[src/hdl/zee_pkg.sv]
// zee_pkg: shared types, constants and helper functions for the zone expander emulator
`timescale 1ns / 1ps

package zee_pkg;

	localparam int NUM_MODULES = 7;

	typedef logic [2:0] slot_t;
	typedef logic [6:0] cfg_data_t;
	typedef logic [0:0] cfg_idx_t;

	// configuration register indexes
	localparam cfg_idx_t CFG_MAX_ZONES     = 1'b0;
	localparam cfg_idx_t CFG_MODULE_ENABLE = 1'b1;

	// item opcodes
	localparam logic OP_SET_FAULT = 1'b0;
	localparam logic OP_QUERY     = 1'b1;

	localparam cfg_data_t    MAX_ZONES_RESET = 7'd32;
	localparam cfg_data_t    ENABLE_RESET    = 7'd0;
	localparam cfg_data_t    HIGH_SLOT_ZONES = 7'd32;
	localparam slot_t        FIRST_HIGH_SLOT = 3'd3;
	localparam logic [7:0]   ZONE_FIRST      = 8'd9;
	localparam logic [7:0]   ZONE_LAST       = 8'd64;
	localparam logic [7:0]   FIELD_RESET     = 8'h55;
	localparam logic [7:0]   BYTE_IDLE       = 8'hFF;
	localparam logic [3:0]   NIB_IDLE        = 4'hF;
	localparam logic [39:0]  RESP_RESET      = 40'hAA_00_55_00_55;
	localparam logic [2:0]   UPD_IDX_LOW     = 3'd2;
	localparam logic [2:0]   UPD_IDX_HIGH    = 3'd5;

	typedef struct packed {
		logic       op;
		logic [7:0] zone;
		logic       fault;
		logic [7:0] address;
	} in_item_t;

	typedef struct packed {
		logic       response_valid;
		logic [7:0] resp_byte0;
		logic [7:0] resp_byte1;
		logic [7:0] resp_byte2;
		logic [7:0] resp_byte3;
		logic [7:0] resp_byte4;
		logic       update_request;
		logic [2:0] update_index;
		logic [7:0] update_mask;
	} out_item_t;

	typedef struct packed {
		logic  hit;
		slot_t slot;
	} slot_dec_t;

	// bus address to module slot
	function automatic slot_dec_t addr_to_slot(input logic [7:0] addr);
		slot_dec_t d;
		d.hit = 1'b1;
		unique case (addr)
			8'd9:    d.slot = 3'd0;
			8'd10:   d.slot = 3'd1;
			8'd11:   d.slot = 3'd2;
			8'd12:   d.slot = 3'd3;
			8'd13:   d.slot = 3'd4;
			8'd14:   d.slot = 3'd5;
			8'd16:   d.slot = 3'd6;
			default: begin
				d.hit  = 1'b0;
				d.slot = 3'd0;
			end
		endcase
		return d;
	endfunction

	function automatic logic slot_active(input cfg_data_t en, input cfg_data_t mz,
	                                     input slot_t s);
		return (s < slot_t'(NUM_MODULES)) && en[s] && ((s < FIRST_HIGH_SLOT) || (mz > HIGH_SLOT_ZONES));
	endfunction

	function automatic logic [2:0] slot_upd_index(input slot_t s);
		return (s < FIRST_HIGH_SLOT) ? UPD_IDX_LOW : UPD_IDX_HIGH;
	endfunction

	// zero bit marks the module in the status byte
	function automatic logic [7:0] slot_upd_mask(input slot_t s);
		logic [7:0] m;
		unique case (s)
			3'd0:    m = 8'hbf;
			3'd1:    m = 8'hdf;
			3'd2:    m = 8'hef;
			3'd3:    m = 8'h7f;
			3'd4:    m = 8'hbf;
			3'd5:    m = 8'hdf;
			3'd6:    m = 8'hef;
			default: m = BYTE_IDLE;
		endcase
		return m;
	endfunction

	// open sets both code bits, close clears the upper one
	function automatic logic [7:0] set_code(input logic [7:0] b, input logic [1:0] chan,
	                                        input logic fault);
		logic [7:0] open_m;
		logic [7:0] close_m;
		open_m  = 8'h03 << {chan, 1'b0};
		close_m = 8'h02 << {chan, 1'b0};
		return fault ? (b | open_m) : (b & ~close_m);
	endfunction

	function automatic logic [3:0] nib_sum(input logic [7:0] a, input logic [7:0] b);
		logic [5:0] s;
		s = 6'(a[7:4]) + 6'(a[3:0]) + 6'(b[7:4]) + 6'(b[3:0]);
		return s[3:0];
	endfunction

endpackage

[src/hdl/zone_expander_emulator.sv]
// zone_expander_emulator: top level, seven emulated 8-zone expander modules
`timescale 1ns / 1ps

// usage
// - item channel: drive item and pulse start; an item is taken at every edge with
//   start high and busy low; busy is always low, so one item per clock is taken
// - result channel: done is high for one cycle with the result on result; the
//   receiver cannot stall, so every result must be captured in that cycle
// - timing: an item is taken into the input register, and its result is built from
//   that register and taken into the result register; throughput is one item per
//   cycle, set by the read-modify-write of one module record from the input register
// - a set-fault item updates the channel code, rebuilds the module's fault
//   response and raises update_request when the zone data changed
// - a query item returns the stored response of an enabled module
// - config: cfg_we writes cfg_data into register cfg_index (0 max_zones,
//   1 module_enable); write only while no item is in flight
// - reset: max_zones 32, all modules disabled, channel codes 0x55, responses
//   55 00 55 00 aa; no clearing pass, the block takes items right after reset
module zone_expander_emulator (
	input  logic               clk,
	input  logic               arst_n,
	input  logic               start,
	output logic               busy,
	input  zee_pkg::in_item_t  item,
	output logic               done,
	output zee_pkg::out_item_t result,
	input  logic               cfg_we,
	input  zee_pkg::cfg_idx_t  cfg_index,
	input  zee_pkg::cfg_data_t cfg_data
);
	import zee_pkg::*;

	// configuration
	cfg_data_t max_zones_q;
	cfg_data_t module_enable_q;

	// input register
	logic     valid_s1;
	in_item_t item_s1;

	// module records: current low and high channel bytes; previous always
	// equals current once an item completes, so it is not stored apart
	logic [7:0]  lo_q   [NUM_MODULES];
	logic [7:0]  hi_q   [NUM_MODULES];
	logic [39:0] resp_q [NUM_MODULES];

	// result register
	logic      done_q;
	out_item_t result_q;

	logic       accept;
	slot_dec_t  q_dec;
	logic       q_hit;
	logic [7:0] rel;
	slot_t      set_slot;
	logic [2:0] chan;
	logic       zone_ok;
	logic       set_ok;
	logic [7:0] old_lo;
	logic [7:0] old_hi;
	logic [7:0] new_lo;
	logic [7:0] new_hi;
	logic       change_lo;
	logic       change_hi;
	logic [39:0] rsp_new;
	logic [39:0] rsp_rd;
	out_item_t  result_d;

	assign busy   = 1'b0;
	assign accept = start && !busy;

	always_ff @(posedge clk or negedge arst_n) begin
		if (!arst_n) begin
			max_zones_q     <= MAX_ZONES_RESET;
			module_enable_q <= ENABLE_RESET;
		end else if (cfg_we) begin
			unique case (cfg_index)
				CFG_MAX_ZONES:     max_zones_q     <= cfg_data;
				CFG_MODULE_ENABLE: module_enable_q <= cfg_data;
				default:           max_zones_q     <= max_zones_q;
			endcase
		end
	end

	always_ff @(posedge clk or negedge arst_n) begin
		if (!arst_n) begin
			valid_s1 <= 1'b0;
		end else begin
			valid_s1 <= accept;
		end
	end

	always_ff @(posedge clk) begin
		if (accept) begin
			item_s1 <= item;
		end
	end

	// query decode
	assign q_dec  = addr_to_slot(item_s1.address);
	assign q_hit  = q_dec.hit && slot_active(module_enable_q, max_zones_q, q_dec.slot);
	assign rsp_rd = resp_q[q_dec.slot];

	// set decode: zones 9..64 map to eight channels per module
	assign rel      = item_s1.zone - ZONE_FIRST;
	assign set_slot = rel[5:3];
	assign chan     = rel[2:0];
	assign zone_ok  = (item_s1.zone >= ZONE_FIRST) && (item_s1.zone <= ZONE_LAST)
	                  && (item_s1.zone <= {1'b0, max_zones_q});
	assign set_ok   = (item_s1.op == OP_SET_FAULT) && zone_ok
	                  && slot_active(module_enable_q, max_zones_q, set_slot);

	assign old_lo = lo_q[set_slot];
	assign old_hi = hi_q[set_slot];
	// channels 0..3 live in the low byte, 4..7 in the high byte
	assign new_lo = chan[2] ? old_lo : set_code(old_lo, chan[1:0], item_s1.fault);
	assign new_hi = chan[2] ? set_code(old_hi, chan[1:0], item_s1.fault) : old_hi;

	assign change_lo = (new_lo != old_lo);
	assign change_hi = (new_hi != old_hi);

	// rebuilt response: unchanged pairs and their checksum nibble read as all ones
	always_comb begin
		rsp_new[7:0]   = change_lo ? new_lo : BYTE_IDLE;
		rsp_new[15:8]  = change_lo ? old_lo : BYTE_IDLE;
		rsp_new[23:16] = change_hi ? new_hi : BYTE_IDLE;
		rsp_new[31:24] = change_hi ? old_hi : BYTE_IDLE;
		rsp_new[39:36] = change_lo ? nib_sum(new_lo, old_lo) : NIB_IDLE;
		rsp_new[35:32] = change_hi ? nib_sum(new_hi, old_hi) : NIB_IDLE;
	end

	always_ff @(posedge clk or negedge arst_n) begin
		if (!arst_n) begin
			for (int i = 0; i < NUM_MODULES; i++) begin
				lo_q[i]   <= FIELD_RESET;
				hi_q[i]   <= FIELD_RESET;
				resp_q[i] <= RESP_RESET;
			end
		end else if (valid_s1 && set_ok) begin
			lo_q[set_slot]   <= new_lo;
			hi_q[set_slot]   <= new_hi;
			resp_q[set_slot] <= rsp_new;
		end
	end

	// result fields not used by the item's op stay zero
	always_comb begin
		result_d = '0;
		if (item_s1.op == OP_QUERY) begin
			if (q_hit) begin
				result_d.response_valid = 1'b1;
				result_d.resp_byte0     = rsp_rd[7:0];
				result_d.resp_byte1     = rsp_rd[15:8];
				result_d.resp_byte2     = rsp_rd[23:16];
				result_d.resp_byte3     = rsp_rd[31:24];
				result_d.resp_byte4     = rsp_rd[39:32];
			end
		end else if (set_ok && (change_lo || change_hi)) begin
			result_d.update_request = 1'b1;
			result_d.update_index   = slot_upd_index(set_slot);
			result_d.update_mask    = slot_upd_mask(set_slot);
		end
	end

	always_ff @(posedge clk or negedge arst_n) begin
		if (!arst_n) begin
			done_q <= 1'b0;
		end else begin
			done_q <= valid_s1;
		end
	end

	always_ff @(posedge clk) begin
		if (valid_s1) begin
			result_q <= result_d;
		end
	end

	assign done   = done_q;
	assign result = result_q;

`ifndef SYNTHESIS
	// every taken item yields exactly one result, through the input and result registers
	a_result_follows: assert property (@(posedge clk) disable iff (!arst_n)
		accept |-> ##2 done)
		else $error("taken item produced no result");

	a_no_stray_result: assert property (@(posedge clk) disable iff (!arst_n)
		done |-> $past(accept, 2))
		else $error("result without a taken item");

	a_update_exclusive: assert property (@(posedge clk) disable iff (!arst_n)
		done && result.update_request |->
			!result.response_valid
			&& (result.update_index == UPD_IDX_LOW || result.update_index == UPD_IDX_HIGH))
		else $error("malformed update request");
`endif

endmodule
[config.mk]
export PLATFORM = sky130hd
export DESIGN_NAME = zone_expander_emulator
export DESIGN_NICKNAME = d
export VERILOG_FILES = /design/src/hdl/zee_pkg.sv /design/src/hdl/zone_expander_emulator.sv
export SDC_FILE = /design/constraint.sdc
export NUM_CORES = 1
export LEC_CHECK = 0
export ABC_CLOCK_PERIOD_IN_PS = 5550
export BUFFER_PORTS_ARGS = -buffer_cell sky130_fd_sc_hd__buf_2
export CORE_AREA = 2 2 261 263
export DETAILED_ROUTE_END_ITERATION = 10
export DIE_AREA = 0 0 263 265
export GPL_TIMING_DRIVEN = 0
export HOLD_SLACK_MARGIN = 0.12
export PLACE_DENSITY = 0.54
export SETUP_SLACK_MARGIN = 0.5
export SLEW_MARGIN = 20
export SYNTH_ARGS = -nofsm -noshare
export SYNTH_HDL_FRONTEND = slang
export SYNTH_SLANG_ARGS = --single-unit
export TNS_END_PERCENT = 30
[constraint.sdc]
create_clock -name clk -period 5.55 [get_ports clk]
set_clock_uncertainty 0.15 [all_clocks]
set_input_delay 0.8325 -clock clk [delete_from_list [all_inputs] [get_ports clk]]
set_output_delay 0.8325 -clock clk [all_outputs]
set_load 0.05 [all_outputs]
==> reports/metrics.yaml <==
htree_num_levels: 2
grt_max_degree: 102
final_period_minus_worst_setup_slack_ns: 4.99
finalWirelength_um: 88500
drc: 0
synth_seq_area_share_pct: 53.2
synth_ff_type: "dfrtp_1"
post-synth-top-area-cell: "dfrtp_1"
initial_core_utilization_pct: 34.9
run_status: "completed"
diodes: 0
timing_limited_maximum_frequency_ghz: 0.200
hold_viol: 0
crit_cells: 16
arrival_ns: 5.37
initial_antenna_violation_count: 0
mappedNetlistNets: 2600
yosys.area.top_type_share_pct: 28.7
num_vias: 21171
critical_path_peak_fanout: 8
timing.slew.headroom_pct: 23.0
synth.top_cells.by_area: "dfrtp_1, dfstp_2, a31oi_1"
drt.antenna.violating_nets: 0
yosys-top-cells-count: "nand2_1, nor2_1, a31oi_1"
critical-path-slowest-cell: "a22oi_2"
final_cells: 3675
share_of_synthesized_flip_flops_with_an_asynchronous_set_or_reset_pct: 85.9
clockBufferDepth: 3
timing.max_cap.violations: 0
cell_rows: 95
placeableCoreArea_um2: 66800
crit_family: "compound AO/OA/AOI/OAI gates"
io_buffer_count: 83
final.setup.tns_ns: 0
count_of_flip_flops_with_a_built_in_enable_after_synthesis: 67
grt_usage_pct: 25.1
ys_warn_count: 0
timing.hold.worst_path_depth: 1
top_level_ports: 85
die-height_um: 265
cts_buffers: 56
cts_tree: "yes"
insertion_delay_ns: 0.63
powerDensity_nw_per_um2: 382
drt_pre_antenna_iters: 6
cts_root_buf: "clkbuf_16"
route.detailed.vias_per_inst: 5.76
peakVddDrop_v: 0.000202
die_width_um: 263
cts.clk_slew.worst_paths_ns: 0.06
final_layout_size_suffix_gt1_share_pct: 20.4
netlist-cell-type-count: 87
number_of_storage_elements_in_the_synthesis_netlist: 475
placed_wire_length_estimate_um: 63200
synthesis.instances: 2547
die_area_um2: 69700
global_route_wire_length_before_repair_um: 133000
area_growth_syn_to_layout_pct: 20.3
drt-wirelength-per-cell_um: 24.1
globalplace.congestion: 0.957
layout_worst_path_cycle_share_pct: 90.0
path_buf_inv: 5
layout.cell_area.non_filler_um2: 28000
first_global_vias: 21065
layout.nets: 2807
post_synth.cell_area_avg_um2: 9.14
synth_most_common_cell: "nand2_1"
grt_setup_unrepaired: "true"
crit_chain: "buf_6 -> o31a_4 -> buf_4 -> a22oi_2 -> o221a_2 -> o21ai_4 -> buf_4 -> fa_1 -> inv_1 -> fa_1 -> fa_2 -> xor2_1 -> xnor2_1 -> xnor2_2 -> buf_6 -> a31oi_1"
drt_iter0_drc: 2119
crit_required_ns: 5.92
report.final.setup_viol: 0
cts_num_sinks: 475
setup.worst_path.end_class: "register"
syn_std_cell_area_um2: 23300
timing.hold.worst.class: "in -> reg"
critPathLaunchType: "register"
worst_path_largest_cell_delay_ns: 0.63
dp_cells: 3511
path_class: "reg -> reg"
gr-total-overflow: 0
pin_slew_with_the_least_headroom_to_its_limit_ns: 1.14
leakagePower_nw: 11.4
placed_area_um2: 25000
pins_over_slew_limit: 0
worst_r2r_path_depth: 16
[routing by layer]
layer / vias up / part of all wire [%] / GRT usage [%]
met5: - / 0 / 0
met4: 0 / 4.8 / 11.8
met3: 231 / 7.3 / 3.43
met2: 972 / 47 / 42.2
met1: 10524 / 40 / 32.1
li1: 9444 / - / -
[metrics by stage]
| stage | util, % | power (mW) | setup slack [ns] | hold WS [ns] |
|---|---|---|---|---|
| 2_1_floorplan | - | 5.80 | 0.496 | 0.292 |
| 3_3_place_gp | 37.2 | 6.57 | -4.50 | 0.315 |
| 3_5_place_dp | 37.5 | 6.65 | -1.50 | 0.324 |
| 4_1_cts | 41.4 | 10.7 | 0.504 | 0.207 |
| 5_1_grt | 41.9 | 11.2 | 0.426 | 0.220 |
| 6_report | 41.9 | 10.7 | 0.555 | 0.226 |
[worst paths after layout]
kind | start | to | slack (ns)
worst min register to register | lo_q[28] | lo_q[28] | 0.33
worst max-delay path | item_s1[11] | resp_q[155] | 0.56
worst max register to register | item_s1[11] | resp_q[155] | 0.56
worst min-delay path | item[15] | item_s1[15] | 0.23
min in group asynchronous | arst_n | resp_q[106] | 0.56
max in group asynchronous | arst_n | lo_q[1] | 3.34
[state kept, by name, summed over array words and instances (netlist names)]
register / count
item_s1: 18
resp_q: 280
max_zones_q: 7
valid_s1: 1
module_enable_q: 7
hi_q: 56
lo_q: 56
result: 49
done: 1
[final cells by class]
| type | count | area (um^2) |
|---|---|---|
| plain buffers | 248 | 1360 |
| clock buffers | 86 | 1670 |
| clock inverters | 20 | 270 |
| fillers | 6708 | 38800 |
| inverters | 41 | 155 |
| multi-input cells | 1783 | 9990 |
| flip-flops and latches | 475 | 12400 |
| well taps | 873 | 1090 |
| repair buffers | 149 | 1080 |
[power breakdown]
part | leakage (nW) | internal (mW) | switching [mW]
Sequential | 5.76 | 4.13 | 0.307
Combinational | 4.65 | 0.843 | 1.57
Clock | 0.943 | 2.31 | 1.55
Total | 11.4 | 7.28 | 3.43
[layout by cell type, fill, tap and decap left out, drive strengths merged, types with 12 or more instances in the layout]
cell type and instances:
nand2 402, nor2 395, a31oi 330, dfrtp 267, clkbuf 257, buf 225
o21ai 143, dfstp 141, nand3 109, a21oi 100, edfxtp 67, inv 44
mux2i 39, nor3 22, mux2 13, o22ai 13, and3 12, fa 12
[cells by family (layout without fill, tap and decap cells)]
group                      after synthesis  count (layout)  synth area share (%)
DFF                                    475             475                  53.2
AOI/OAI and AO/OA                      682             682                  18.3
xor gates and xnor gates                 8               8                 0.301
other                                    1               1                0.0161
buffers and inverters                  289             544                  5.51
adders and majority gates               23              23                  1.62
muxes                                   55              55                  2.60
and+or+nand+nor                       1014            1014                  18.4
[repair_timing]
| item | in CTS | in global routing |
|---|---|---|
| endpoints found under the setup margin | 56 | 30 |
| hold buffers | 1 | 0 |
| buffers inserted | 31 | 26 |
| endpoints found under the hold margin | 37 | 0 |
| gates resized for setup | 125 | 46 |
| pin swaps | 16 | 23 |
No activity file was read; power rests on OpenSTA's default activity.
